==> src/rtl/coin_amt_pkg.sv <==
`default_nettype none

package coin_amt_pkg;

  // parser phase within one string
  typedef enum logic [1:0] {
    PH_START  = 2'd0,
    PH_TOKEN  = 2'd1,
    PH_DONE   = 2'd2,
    PH_REJECT = 2'd3
  } phase_t;

  // result status codes
  typedef enum logic [1:0] {
    ST_OK      = 2'd0,
    ST_NONE    = 2'd1,
    ST_INVALID = 2'd2
  } status_t;

  // unit letter index, in the order the grammar requires
  typedef enum logic [1:0] {
    UNIT_GOLD   = 2'd0,
    UNIT_SILVER = 2'd1,
    UNIT_COPPER = 2'd2,
    UNIT_NONE   = 2'd3
  } unit_t;

  // one accepted input beat
  typedef struct packed {
    logic [7:0] char_byte;
    logic       has_char;
    logic       last_char;
  } beat_t;

  // one result beat
  typedef struct packed {
    status_t     status;
    logic [31:0] copper_total;
  } result_t;

  localparam logic [7:0]  CH_ZERO  = 8'h30;
  localparam logic [7:0]  CH_NINE  = 8'h39;
  localparam logic [7:0]  CH_SPACE = 8'h20;
  localparam logic [7:0]  CH_G     = 8'h67;
  localparam logic [7:0]  CH_S     = 8'h73;
  localparam logic [7:0]  CH_C     = 8'h63;

  localparam logic [13:0] GOLD_WEIGHT   = 14'd10000;
  localparam logic [13:0] SILVER_WEIGHT = 14'd100;
  localparam logic [13:0] COPPER_WEIGHT = 14'd1;

  localparam logic [31:0] LIMIT32          = 32'hFFFF_FFFF;
  localparam logic [63:0] MAX_AMOUNT_RESET = 64'h0000_0000_FFFF_FFFF;

  function automatic logic is_digit(input logic [7:0] c);
    return (c >= CH_ZERO) && (c <= CH_NINE);
  endfunction

  function automatic unit_t unit_of(input logic [7:0] c);
    unit_t u;
    u = UNIT_NONE;
    if (c == CH_G) u = UNIT_GOLD;
    if (c == CH_S) u = UNIT_SILVER;
    if (c == CH_C) u = UNIT_COPPER;
    return u;
  endfunction

  function automatic logic [13:0] unit_weight(input unit_t u);
    logic [13:0] w;
    unique case (u)
      UNIT_GOLD:   w = GOLD_WEIGHT;
      UNIT_SILVER: w = SILVER_WEIGHT;
      UNIT_COPPER: w = COPPER_WEIGHT;
      default:     w = 14'd0;
    endcase
    return w;
  endfunction

endpackage

`default_nettype wire

==> src/rtl/coin_amt_in_reg.sv <==
`default_nettype none

module coin_amt_in_reg
  import coin_amt_pkg::*;
(
  input  wire logic  clk,
  input  wire logic  rst_n,
  input  wire logic  in_valid,
  output logic       in_ready,
  input  wire beat_t in_beat,
  input  wire logic  consume,
  output logic       beat_valid,
  output beat_t      beat
);

  logic  valid_r, valid_nxt;
  beat_t beat_r;

  // the register is free when empty or being consumed this cycle
  assign in_ready  = !valid_r || consume;
  assign valid_nxt = in_ready ? in_valid : valid_r;

  // valid flag
  always_ff @(posedge clk) begin
    if (!rst_n) begin
      valid_r <= 1'b0;
    end else begin
      valid_r <= valid_nxt;
    end
  end

  // beat payload
  always_ff @(posedge clk) begin
    if (in_valid && in_ready) begin
      beat_r <= in_beat;
    end
  end

  assign beat_valid = valid_r;
  assign beat       = beat_r;

endmodule

`default_nettype wire

==> src/rtl/coin_amt_core.sv <==
`default_nettype none

module coin_amt_core
  import coin_amt_pkg::*;
(
  input  wire logic        clk,
  input  wire logic        rst_n,
  input  wire logic        cfg_wr_en,
  input  wire logic [63:0] cfg_wr_data,
  input  wire logic        beat_valid,
  input  wire beat_t       beat,
  input  wire logic        out_free,
  output logic             consume,
  output logic             res_valid,
  output result_t          res,
  output logic [63:0]      max_amount
);

  logic [63:0] max_amount_r;
  phase_t      phase_r, phase_nxt, phase_step;
  logic        seen_r, seen_nxt, seen_s;
  logic        bad_r, bad_nxt, bad_s;
  logic        pend_r, pend_nxt, pend_s;
  logic [1:0]  idx_r, idx_nxt, idx_s;
  logic [31:0] part_r, part_nxt, part_s;
  logic [31:0] total_r, total_nxt, total_s;

  logic        dig, is_space, is_unit, take_tok, end_tok, fin_bad;
  unit_t       uidx;
  logic [35:0] part_x10;
  logic [45:0] scaled;
  logic [46:0] wsum;

  // a string-ending beat needs room in the result register
  assign consume = beat_valid && (!beat.last_char || out_free);

  // character classes
  assign dig      = is_digit(beat.char_byte);
  assign is_space = (beat.char_byte == CH_SPACE);
  assign uidx     = unit_of(beat.char_byte);
  assign is_unit  = (uidx != UNIT_NONE);

  assign take_tok = beat.has_char &&
                    (((phase_r == PH_START) && dig) || ((phase_r == PH_TOKEN) && !is_space));
  assign end_tok  = beat.has_char && (phase_r == PH_TOKEN) && is_space;

  // digit accumulate and unit multiply-add
  assign part_x10 = ({4'b0, part_r} * 36'd10) + {32'b0, beat.char_byte[3:0]};
  assign scaled   = {14'b0, part_r} * {32'b0, unit_weight(uidx)};
  assign wsum     = {15'b0, total_r} + {1'b0, scaled};

  // phase next state
  always_comb begin
    phase_step = phase_r;
    if (beat.has_char) begin
      unique case (phase_r)
        PH_START: begin
          phase_step = dig ? PH_TOKEN : PH_REJECT;
        end
        PH_TOKEN: begin
          if (is_space) phase_step = PH_DONE;
        end
        PH_DONE, PH_REJECT: begin
          phase_step = phase_r;
        end
      endcase
    end
    phase_nxt = phase_r;
    if (consume) begin
      phase_nxt = beat.last_char ? PH_START : phase_step;
    end
  end

  // token datapath; any error halts it, only the letter flag keeps tracking
  always_comb begin
    seen_s  = seen_r;
    bad_s   = bad_r;
    pend_s  = pend_r;
    idx_s   = idx_r;
    part_s  = part_r;
    total_s = total_r;
    if (take_tok) begin
      if (is_unit) seen_s = 1'b1;
      if (!bad_r) begin
        priority if (dig) begin
          if (part_x10 > {4'b0, LIMIT32}) begin
            bad_s = 1'b1;
          end else begin
            part_s = part_x10[31:0];
          end
          pend_s = 1'b1;
        end else if (is_unit) begin
          priority if (!pend_r || (uidx < idx_r)) begin
            bad_s = 1'b1;
          end else if (wsum > {15'b0, LIMIT32}) begin
            bad_s = 1'b1;
          end else begin
            total_s = wsum[31:0];
            idx_s   = uidx + 2'd1;
            part_s  = 32'd0;
            pend_s  = 1'b0;
          end
        end else begin
          bad_s = 1'b1;
        end
      end
    end
    if (end_tok && pend_r) bad_s = 1'b1;
  end

  // result on the string's last beat
  assign fin_bad = bad_s || ((phase_step == PH_TOKEN) && pend_s);

  always_comb begin
    res.status       = ST_OK;
    res.copper_total = 32'd0;
    priority if ((phase_step == PH_START) || (phase_step == PH_REJECT) || !seen_s) begin
      res.status = ST_NONE;
    end else if (fin_bad || ({32'b0, total_s} > max_amount_r)) begin
      res.status = ST_INVALID;
    end else begin
      res.copper_total = total_s;
    end
  end

  assign res_valid = consume && beat.last_char;

  // register next values, cleared after a string ends
  always_comb begin
    seen_nxt  = seen_r;
    bad_nxt   = bad_r;
    pend_nxt  = pend_r;
    idx_nxt   = idx_r;
    part_nxt  = part_r;
    total_nxt = total_r;
    if (consume) begin
      if (beat.last_char) begin
        seen_nxt  = 1'b0;
        bad_nxt   = 1'b0;
        pend_nxt  = 1'b0;
        idx_nxt   = 2'd0;
        part_nxt  = 32'd0;
        total_nxt = 32'd0;
      end else begin
        seen_nxt  = seen_s;
        bad_nxt   = bad_s;
        pend_nxt  = pend_s;
        idx_nxt   = idx_s;
        part_nxt  = part_s;
        total_nxt = total_s;
      end
    end
  end

  // parser state
  always_ff @(posedge clk) begin
    if (!rst_n) begin
      phase_r <= PH_START;
      seen_r  <= 1'b0;
      bad_r   <= 1'b0;
      pend_r  <= 1'b0;
      idx_r   <= 2'd0;
      part_r  <= 32'd0;
      total_r <= 32'd0;
    end else begin
      phase_r <= phase_nxt;
      seen_r  <= seen_nxt;
      bad_r   <= bad_nxt;
      pend_r  <= pend_nxt;
      idx_r   <= idx_nxt;
      part_r  <= part_nxt;
      total_r <= total_nxt;
    end
  end

  // limit register
  always_ff @(posedge clk) begin
    if (!rst_n) begin
      max_amount_r <= MAX_AMOUNT_RESET;
    end else if (cfg_wr_en) begin
      max_amount_r <= cfg_wr_data;
    end
  end

  assign max_amount = max_amount_r;

endmodule

`default_nettype wire

==> src/rtl/coin_amt_out_reg.sv <==
`default_nettype none

module coin_amt_out_reg
  import coin_amt_pkg::*;
(
  input  wire logic    clk,
  input  wire logic    rst_n,
  input  wire logic    res_valid,
  input  wire result_t res,
  output logic         out_free,
  output logic         out_valid,
  input  wire logic    out_ready,
  output result_t      out_res
);

  logic    valid_r, valid_nxt;
  result_t res_r;

  // free when empty or the waiting beat leaves this cycle
  assign out_free  = !valid_r || out_ready;
  assign valid_nxt = out_free ? res_valid : valid_r;

  always_ff @(posedge clk) begin
    if (!rst_n) begin
      valid_r <= 1'b0;
    end else begin
      valid_r <= valid_nxt;
    end
  end

  // result payload
  always_ff @(posedge clk) begin
    if (res_valid && out_free) begin
      res_r <= res;
    end
  end

  assign out_valid = valid_r;
  assign out_res   = res_r;

endmodule

`default_nettype wire

==> src/rtl/coin_amount_token_parser.sv <==
// The string's last input beat passes the input register, then the result register, before
// out_valid rises. Throughput: one character beat per cycle, but a string's last beat
// stalls in the input register while the result register is full. The rate is set by the
// parser state loop through one 32x14 constant multiply-add and its limit compare.
// Reset (synchronous, rst_n low): parser at token start, no beats held, limit = 2^32-1.
`default_nettype none

module coin_amount_token_parser
  import coin_amt_pkg::*;
(
  input  wire logic        clk,
  input  wire logic        rst_n,
  input  wire logic        cfg_wr_en,
  input  wire logic [63:0] cfg_wr_data,
  input  wire logic        in_valid,
  output logic             in_ready,
  input  wire logic [7:0]  in_char_byte,
  input  wire logic        in_has_char,
  input  wire logic        in_last_char,
  output logic             out_valid,
  input  wire logic        out_ready,
  output logic [1:0]       out_status,
  output logic [31:0]      out_copper_total
);

  beat_t       in_beat, beat;
  logic        beat_valid, consume, res_valid, out_free;
  result_t     res, out_res;
  logic [63:0] max_amount;

  assign in_beat.char_byte = in_char_byte;
  assign in_beat.has_char  = in_has_char;
  assign in_beat.last_char = in_last_char;

  coin_amt_in_reg u_in_reg (
    .clk        (clk),
    .rst_n      (rst_n),
    .in_valid   (in_valid),
    .in_ready   (in_ready),
    .in_beat    (in_beat),
    .consume    (consume),
    .beat_valid (beat_valid),
    .beat       (beat)
  );

  coin_amt_core u_core (
    .clk         (clk),
    .rst_n       (rst_n),
    .cfg_wr_en   (cfg_wr_en),
    .cfg_wr_data (cfg_wr_data),
    .beat_valid  (beat_valid),
    .beat        (beat),
    .out_free    (out_free),
    .consume     (consume),
    .res_valid   (res_valid),
    .res         (res),
    .max_amount  (max_amount)
  );

  coin_amt_out_reg u_out_reg (
    .clk       (clk),
    .rst_n     (rst_n),
    .res_valid (res_valid),
    .res       (res),
    .out_free  (out_free),
    .out_valid (out_valid),
    .out_ready (out_ready),
    .out_res   (out_res)
  );

  assign out_status       = out_res.status;
  assign out_copper_total = out_res.copper_total;

  // a non-ok result carries no amount
  a_zero_unless_ok: assert property (@(posedge clk) disable iff (!rst_n)
    (out_valid && (out_status != ST_OK)) |-> (out_copper_total == 32'd0))
    else $error("non-ok result with nonzero amount");

  // an ok amount never exceeds the limit register
  a_ok_within_limit: assert property (@(posedge clk) disable iff (!rst_n)
    (out_valid && (out_status == ST_OK)) |-> ({32'b0, out_copper_total} <= max_amount))
    else $error("ok amount above limit");

  // a held input beat is not overwritten before the parser takes it
  a_beat_held: assert property (@(posedge clk) disable iff (!rst_n)
    (beat_valid && !consume) |=> (beat_valid && $stable(beat)))
    else $error("input beat lost while stalled");

  // a result is only produced when the result register can take it
  a_no_result_drop: assert property (@(posedge clk) disable iff (!rst_n)
    res_valid |-> out_free)
    else $error("result produced while result register full");

endmodule

`default_nettype wire

==> config.mk <==
export PLATFORM = sky130hd
export DESIGN_NAME = coin_amount_token_parser
export DESIGN_NICKNAME = d
export VERILOG_FILES = /design/src/rtl/coin_amt_pkg.sv /design/src/rtl/coin_amt_in_reg.sv /design/src/rtl/coin_amt_core.sv /design/src/rtl/coin_amt_out_reg.sv /design/src/rtl/coin_amount_token_parser.sv
export SDC_FILE = /design/constraint.sdc
export NUM_CORES = 1
export LEC_CHECK = 0
export BUFFER_PORTS_ARGS = -buffer_cell sky130_fd_sc_hd__buf_4
export CAP_MARGIN = 20
export CORE_MARGIN = 2
export CORE_UTILIZATION = 65
export DETAILED_ROUTE_END_ITERATION = 10
export GPL_ROUTABILITY_DRIVEN = 1
export PLACE_DENSITY = 0.84
export SETUP_SLACK_MARGIN = 0.5
export SKIP_CTS_REPAIR_TIMING = 1
export SYNTH_ARGS = -nofsm -noshare
export SYNTH_HDL_FRONTEND = slang
export SYNTH_SLANG_ARGS = --single-unit
==> constraint.sdc <==
create_clock -name clk -period 18.5 [get_ports clk]
set_clock_uncertainty 0.1 [all_clocks]
set_input_delay 1.85 -clock clk [delete_from_list [all_inputs] [get_ports clk]]
set_output_delay 1.85 -clock clk [all_outputs]
set_load 0.01 [all_outputs]
Word-level counts from Yosys, hierarchy flattened
Index checks and enable logic that the tools add are counted.
W data, S select, Z words.
- register bits: 181
- latch bits: 0
- memory bits (writable): 0
- ROM bits: 0
- input bits: 79
- output and inout port bits: 36
- logic and storage cells: 133
- memories kept: 0
- add/subtract/negate cells: 3
- $mul: 2
- divide/modulo/power cells: 0
- magnitude comparators: 6
- equality and inequality tests: 19
- shift-type cells: 0
- muxes and demuxes: 51
- bitwise gates (word level): 0
- reduce and logical (&&, ||, !) cells: 37
- operators by type and width (operator ; number):
    $mux W32 ; 15
    $gt A32 B64 Y1 ; 1
    $add A32 B46 Y47 ; 1
    $gt A47 B32 Y1 const B ; 1
    $mul A32 B14 Y46 ; 1
    $pmux W14 S3 ; 1
    $add A36 B4 Y36 ; 1
    $gt A36 B32 Y1 const B ; 1
    $mul A32 B3 Y35 const B ; 1
    $mux W2 ; 15
    $eq A8 B7 Y1 const B ; 3
    $mux W1 ; 19
    $reduce_and A7 Y1 ; 2
    $logic_and A1 B1 Y1 ; 12
    $ne A2 B2 Y1 const B ; 5
    $logic_or A1 B1 Y1 ; 9
    $eq A2 B2 Y1 const B ; 4
    $eq A8 B6 Y1 const B ; 1
    $ge A8 B6 Y1 const B ; 1
    $le A8 B6 Y1 const B ; 1
    $eq A2 B1 Y1 const B ; 3
    $logic_not A1 Y1 ; 6
    $logic_not A2 Y1 ; 3
    $ne A3 B2 Y1 const B ; 2
    7 further kinds ; 9

Longest topological paths before layout
- word-level depth: 19
- mapped depth: 47
- gate-level depth less buffers: 42

Cells and area by module
Synthesis repeated with hierarchy kept, for this count alone.
- cells, all modules: 2617
- area, all modules: 23595.1 sq um
- by module, submodules not included (module ; times used ; cells each ; area an instance (sq um) ; sequential area each (sq um)):
    coin_amt_core ; 1 ; 2563 ; 22158.8 ; 2702.6
    coin_amt_out_reg ; 1 ; 39 ; 1078.5 ; 1041.0
    coin_amt_in_reg ; 1 ; 15 ; 357.8 ; 320.3

Least setup slack after synthesis
No wires, ideal clock.
- path kind: register -> register
- start: reg u_in_reg.beat_r (netlist bit u_in_reg.beat[9])
- end: reg u_out_reg.res_r (netlist bit u_out_reg.out_res[11]), data pin
- setup time: 0.138 ns
- arrival time: 10.136 ns
- required time: 18.262 ns
- slack: 8.126 ns
- stages on the path, launching flop included: 42
- buffers on the path: 4
- clock period less this slack: 10.374 ns
- cells stage by stage: edfxtp_1 -> nand2b_1 -> or4_1 -> nand2b_1 -> inv_1 -> ha_1 -> clkbuf_1 -> clkbuf_1 -> nand2_1 -> fa_1 -> inv_1 -> ha_1 -> fa_1 -> fa_1 -> fa_1 -> inv_1 -> fa_1 -> inv_1 -> [6 not listed] -> o311ai_1 -> or4_4 -> nor4_4 -> buf_4 -> mux2i_1 -> inv_1 -> ha_1 -> a21o_1 -> a21o_1 -> a21oi_1 -> nor2_1 -> a211oi_1 -> o221ai_1 -> o211ai_1 -> o211a_1 -> o2111ai_4 -> buf_6 -> nor2_1
- elaborated cells between the ends (all ways): 63
- classes of those cells: add/sub (1); mul (1); order compare (5); eq/ne (9); mux (29); reduce/logical (18)
- RTL lines (item ; line ; source):
    from (decl) ; coin_amt_in_reg.sv:17 ; beat_t beat_r;
    from (signal assigned) ; coin_amt_in_reg.sv:35 ; beat_r <= in_beat;
    $eq A8 B7 Y1 ; coin_amt_pkg.sv:62 ; if (c == CH_G) u = UNIT_GOLD;
    $mux W2 ; coin_amt_pkg.sv:62 ;
    $mux W2 ; coin_amt_pkg.sv:63 ; if (c == CH_S) u = UNIT_SILVER;
    $mux W2 ; coin_amt_pkg.sv:64 ; if (c == CH_C) u = UNIT_COPPER;
    $eq A2 B2 Y1, or another cell as far along ; coin_amt_pkg.sv:70 ; unique case (u)
    $pmux W14 S3 ; coin_amt_pkg.sv:70 ;
    $mul A32 B14 Y46 ; coin_amt_core.sv:49 ; assign scaled = {14'b0, part_r} * {32'b0, unit_weight(uidx)};
    $add A32 B46 Y47 ; coin_amt_core.sv:50 ; assign wsum = {15'b0, total_r} + {1'b0, scaled};
    [3 not listed] ; n/a ;
    $mux W32 ; coin_amt_core.sv:92 ; end else if (is_unit) begin
    $mux W32 ; coin_amt_core.sv:85 ; priority if (dig) begin
    $mux W32 ; coin_amt_core.sv:84 ; if (!bad_r) begin
    $mux W32 * ; coin_amt_core.sv:82 ; if (take_tok) begin
    named net u_core.total_s[17] ; coin_amt_core.sv:26 ; logic [31:0] total_r, total_nxt, total_s;
    $gt A32 B64 Y1 * ; coin_amt_core.sv:119 ; end else if (fin_bad || ({32'b0, total_s} > max_amount_r)) begin
    $logic_or A1 B1 Y1 * ; coin_amt_core.sv:119 ;
    $reduce_or A2 Y1 (no source line) * ; n/a ;
    to (signal assigned) ; coin_amt_out_reg.sv:34 ; res_r <= res;
    to (decl) ; coin_amt_out_reg.sv:17 ; result_t res_r;
The timed path passes the listed nets; every way through them passes the cells marked *.
A chain may end at the register's enable or synchronous reset.

Worst setup path after layout
- start: reg u_in_reg.beat_r (netlist bit u_in_reg.beat[5])
- end: reg u_out_reg.res_r (netlist bit u_out_reg.out_res[13]), data pin
The elaborated chain is that of the path after synthesis.

==> flow_metrics.py <==
metrics = {
    "pwr": {
        "power.ir.vdd_worst_mv": 0.0753,
        "power_leakage_nw": 13.4,
        "powerDensity_nw_per_um2": 34.9,
    },
    "sta": {
        "slew_viol_final": 0,
        "timing_limited_maximum_frequency_ghz": 0.0797,
        "timing.slew.headroom_pct": 29.1,
        "timing_hold_violations_final": 0,
        "setup_total_negative_slack_ps": 0,
        "rsz_0062_raised_after_global_routing": "no",
        "timing.final.setup_violations": 0,
        "min_period_ps": 12550,
        "timing_worst_slew_pin_value_ps": 1060,
        "timing.final.crit_share_pct": 67.8,
    },
    "yosys": {
        "synth.lib_cells_used.distinct": 89,
        "synth_area_leader_cell": "sky130_fd_sc_hd__fa_1",
        "yosys_warnings": 0,
        "synth_most_common_cell": "sky130_fd_sc_hd__inv_1",
        "netlist_area_um2": 22700,
        "synth.top_cells.by_area": "sky130_fd_sc_hd__fa_1, sky130_fd_sc_hd__ha_1, sky130_fd_sc_hd__dfxtp_1",
        "async_flop_share_pct": 0,
        "synth_top_flop_cell": "sky130_fd_sc_hd__dfxtp_1",
        "netlist_instances": 2529,
        "synth.yosys.seq_area_share_pct": 17.9,
        "synth-seq-cells": 181,
        "synth_nets": 3165,
        "area_share_of_the_leading_cell_type_in_the_synthesized_netlist_pct": 19.0,
        "most_used_standard_cells_in_the_synthesized_netlist": "sky130_fd_sc_hd__inv_1, sky130_fd_sc_hd__ha_1, sky130_fd_sc_hd__fa_1, sky130_fd_sc_hd__nand2_1",
        "number_of_synthesized_flops_with_an_enable_pin": 44,
        "syn-mean-instance-area_um2": 8.96,
    },
    "routing": {
        "post_drt_wl_per_cell_um": 19.4,
        "detailedRoute.firstIterationViolations": 1475,
        "avgViaCountPerCell": 5.89,
        "remaining_drc_errors": 0,
        "route.antenna.remaining_nets": 0,
        "first_pass_iteration_count_of_the_detailed_router": 6,
        "vias": 17900,
        "wl_um": 58900,
    },
    "floorplanning": {
        "floorplan.io_pins": 115,
        "rows": 68,
        "die-area_um2": 36400,
        "die_h_um": 191,
        "initial_standard_cell_utilization_of_the_core_pct": 65.8,
        "coreArea_um2": 34500,
        "floorplan.die.width_um": 191,
    },
    "cells_and_area": {
        "fillers": 2620,
        "layout.nets": 3208,
        "finalNonFillerCells": 3040,
        "postLayoutCoreUtil_pct": 70.7,
        "area.growth.synth_to_final_pct": 7.47,
        "insertedDiodeCount": 0,
        "drive_gt1_share_pct": 7.54,
    },
    "global_route": {
        "grt_overflow_total": 0,
        "grt_start_max_net_pins": 96,
        "grt_pass1_wl_um": 96600,
        "grt_pass1_vias": 18600,
        "grt_antenna_before_repair": 0,
        "gr-usage-all-layers_pct": 33.8,
    },
    "setup_path": {
        "slowest_stage": "sky130_fd_sc_hd__or4_4",
        "timing.critical_path.arrival_ps": 12710,
        "worstSetupPathType": "flip-flop to flip-flop",
        "cp_max_fo": 69,
        "max_stage_delay_ps": 580,
        "timing.critical_path.to_type": "flip-flop",
        "critical_path_rt_ps": 18670,
        "crit_path_start_kind": "flip-flop",
    },
    "clocking": {
        "ctsLongestPathBuffers": 2,
        "clkTransAtPathRegs_ps": 80,
        "h-tree-depth": 4,
        "clock_insertion_delay_worst_skew_ps": 450,
        "tritoncts.num_buffers": 17,
        "clock_tree.root_cell": "sky130_fd_sc_hd__clkbuf_16",
        "cts.sinks": 181,
        "cts_tree": "built",
    },
    "place": {
        "numPlacedInstances": 3004,
        "port_buffers": 114,
        "dp_hpwl_um": 48000,
        "gp_congestion": 0.931,
    },
    "flow_run": {
        "cap_viol_max_count": 0,
    },
    "status": {
        "run_status": "completed",
    },
    "worst_hold_path": {
        "holdCritPathClass": "flip-flop to flip-flop",
    },
}
-- final cells by class --
cell class / instances / area, um^2 / area share [%]
inverters: 429 / 1610 / 6.61
clock buffers: 18 / 429 / 1.76
multi-input cells: 1818 / 16500 / 67.8
well taps: 455 / 569 / 2.34
clock inverters: 14 / 158 / 0.647
repair buffers: 125 / 1010 / 4.15
flip-flops and latches: 181 / 4060 / 16.7
-- logic make-up (layout without fill, tap and decap cells) --
logic type	Yosys count	after routing	share of synthesized area [%]
multiplexers	72	72	3.20
AND/OR/NAND/NOR	672	672	15.3
XOR/XNOR	99	99	3.86
adder cells (fa/ha/maj)	557	557	37.9
buffers and inverters	530	586	9.19
flip-flops	181	181	17.9
AO/OA/AOI/OAI	418	418	12.7
-- where the power goes --
part	internal, W	total, W	switching (W)
sequential	0.000415	0.000420	0.00000514
clock	0.000182	0.000374	0.000192
combinational	0.0000264	0.0000569	0.0000305
total	0.000624	0.000851	0.000228
-- worst max-delay path, delay by kind of cell, from the launching register on --
| kind | cells | cell delay (ps) |
|---|---|---|
| AOI/OAI and AO/OA | 14 | 4030 |
| buffers and inverters | 7 | 1400 |
| and+or+nand+nor | 9 | 2640 |
| adders and majority gates | 8 | 3270 |
| muxes | 1 | 360 |
| DFF | 1 | 440 |
-- metrics by stage --
step	total power [W]	hold WS (ps)	cell area [um^2]	setup WS [ps]
global route	0.000874	402	24400	5400
detailed placement	0.000485	372	23700	6110
finish	0.000851	381	24400	5950
floorplan	0.000461	337	22700	8130
global placement	0.000481	355	23700	6450
CTS	0.000851	382	24300	6030
-- layout by cell type, fill, tap and decap left out, types with 38 or more instances in the layout --
cell | synthesis | routed
sky130_fd_sc_hd__xnor2_1 | 46 | 46
sky130_fd_sc_hd__inv_1 | 429 | 429
sky130_fd_sc_hd__o211ai_1 | 44 | 44
sky130_fd_sc_hd__nand4_1 | 41 | 41
sky130_fd_sc_hd__a21o_1 | 49 | 49
sky130_fd_sc_hd__nor2_1 | 116 | 116
sky130_fd_sc_hd__dfxtp_1 | 137 | 137
sky130_fd_sc_hd__xor2_1 | 52 | 52
sky130_fd_sc_hd__mux2i_1 | 69 | 69
sky130_fd_sc_hd__a21oi_1 | 94 | 94
sky130_fd_sc_hd__buf_4 | 5 | 121
sky130_fd_sc_hd__nand2_1 | 192 | 192
sky130_fd_sc_hd__fa_1 | 215 | 215
sky130_fd_sc_hd__and2_1 | 137 | 137
sky130_fd_sc_hd__edfxtp_1 | 44 | 44
sky130_fd_sc_hd__ha_1 | 342 | 342
sky130_fd_sc_hd__o21ai_0 | 57 | 57
sky130_fd_sc_hd__nor2b_1 | 44 | 44
sky130_fd_sc_hd__o21ai_1 | 38 | 38
-- per-layer routing --
metal	track usage (%)	up-vias	wire (um)
met2	56.6	592	28300
met5	0	-	0
met1	43.8	8622	24700
li1	-	8550	-
met4	15.5	0	2700
met3	4.03	138	3150
-- sequential cells by signal, indices dropped and copies added (netlist names) --
signal               flops
u_out_reg.out_valid      1
u_core.part_r           32
u_core.pend_r            1
u_core.phase_r           2
u_core.bad_r             1
u_core.seen_r            1
u_core.idx_r             2
u_core.total_r          32
u_in_reg.beat_valid      1
u_core.max_amount       64
u_in_reg.beat           10
u_out_reg.out_res       34
-- final timing paths --
kind	end	slack, ps	from	depth (start not counted)
worst min-delay path	u_core.total_r[2]	380	u_core.total_r[2]	2
worst max register to register	u_out_reg.out_res[13]	5950	u_in_reg.beat[5]	39
worst min register to register	u_core.total_r[2]	380	u_core.total_r[2]	2
worst max-delay path	u_out_reg.out_res[13]	5950	u_in_reg.beat[5]	39
Note: power is estimated with default switching activity, not from simulation.
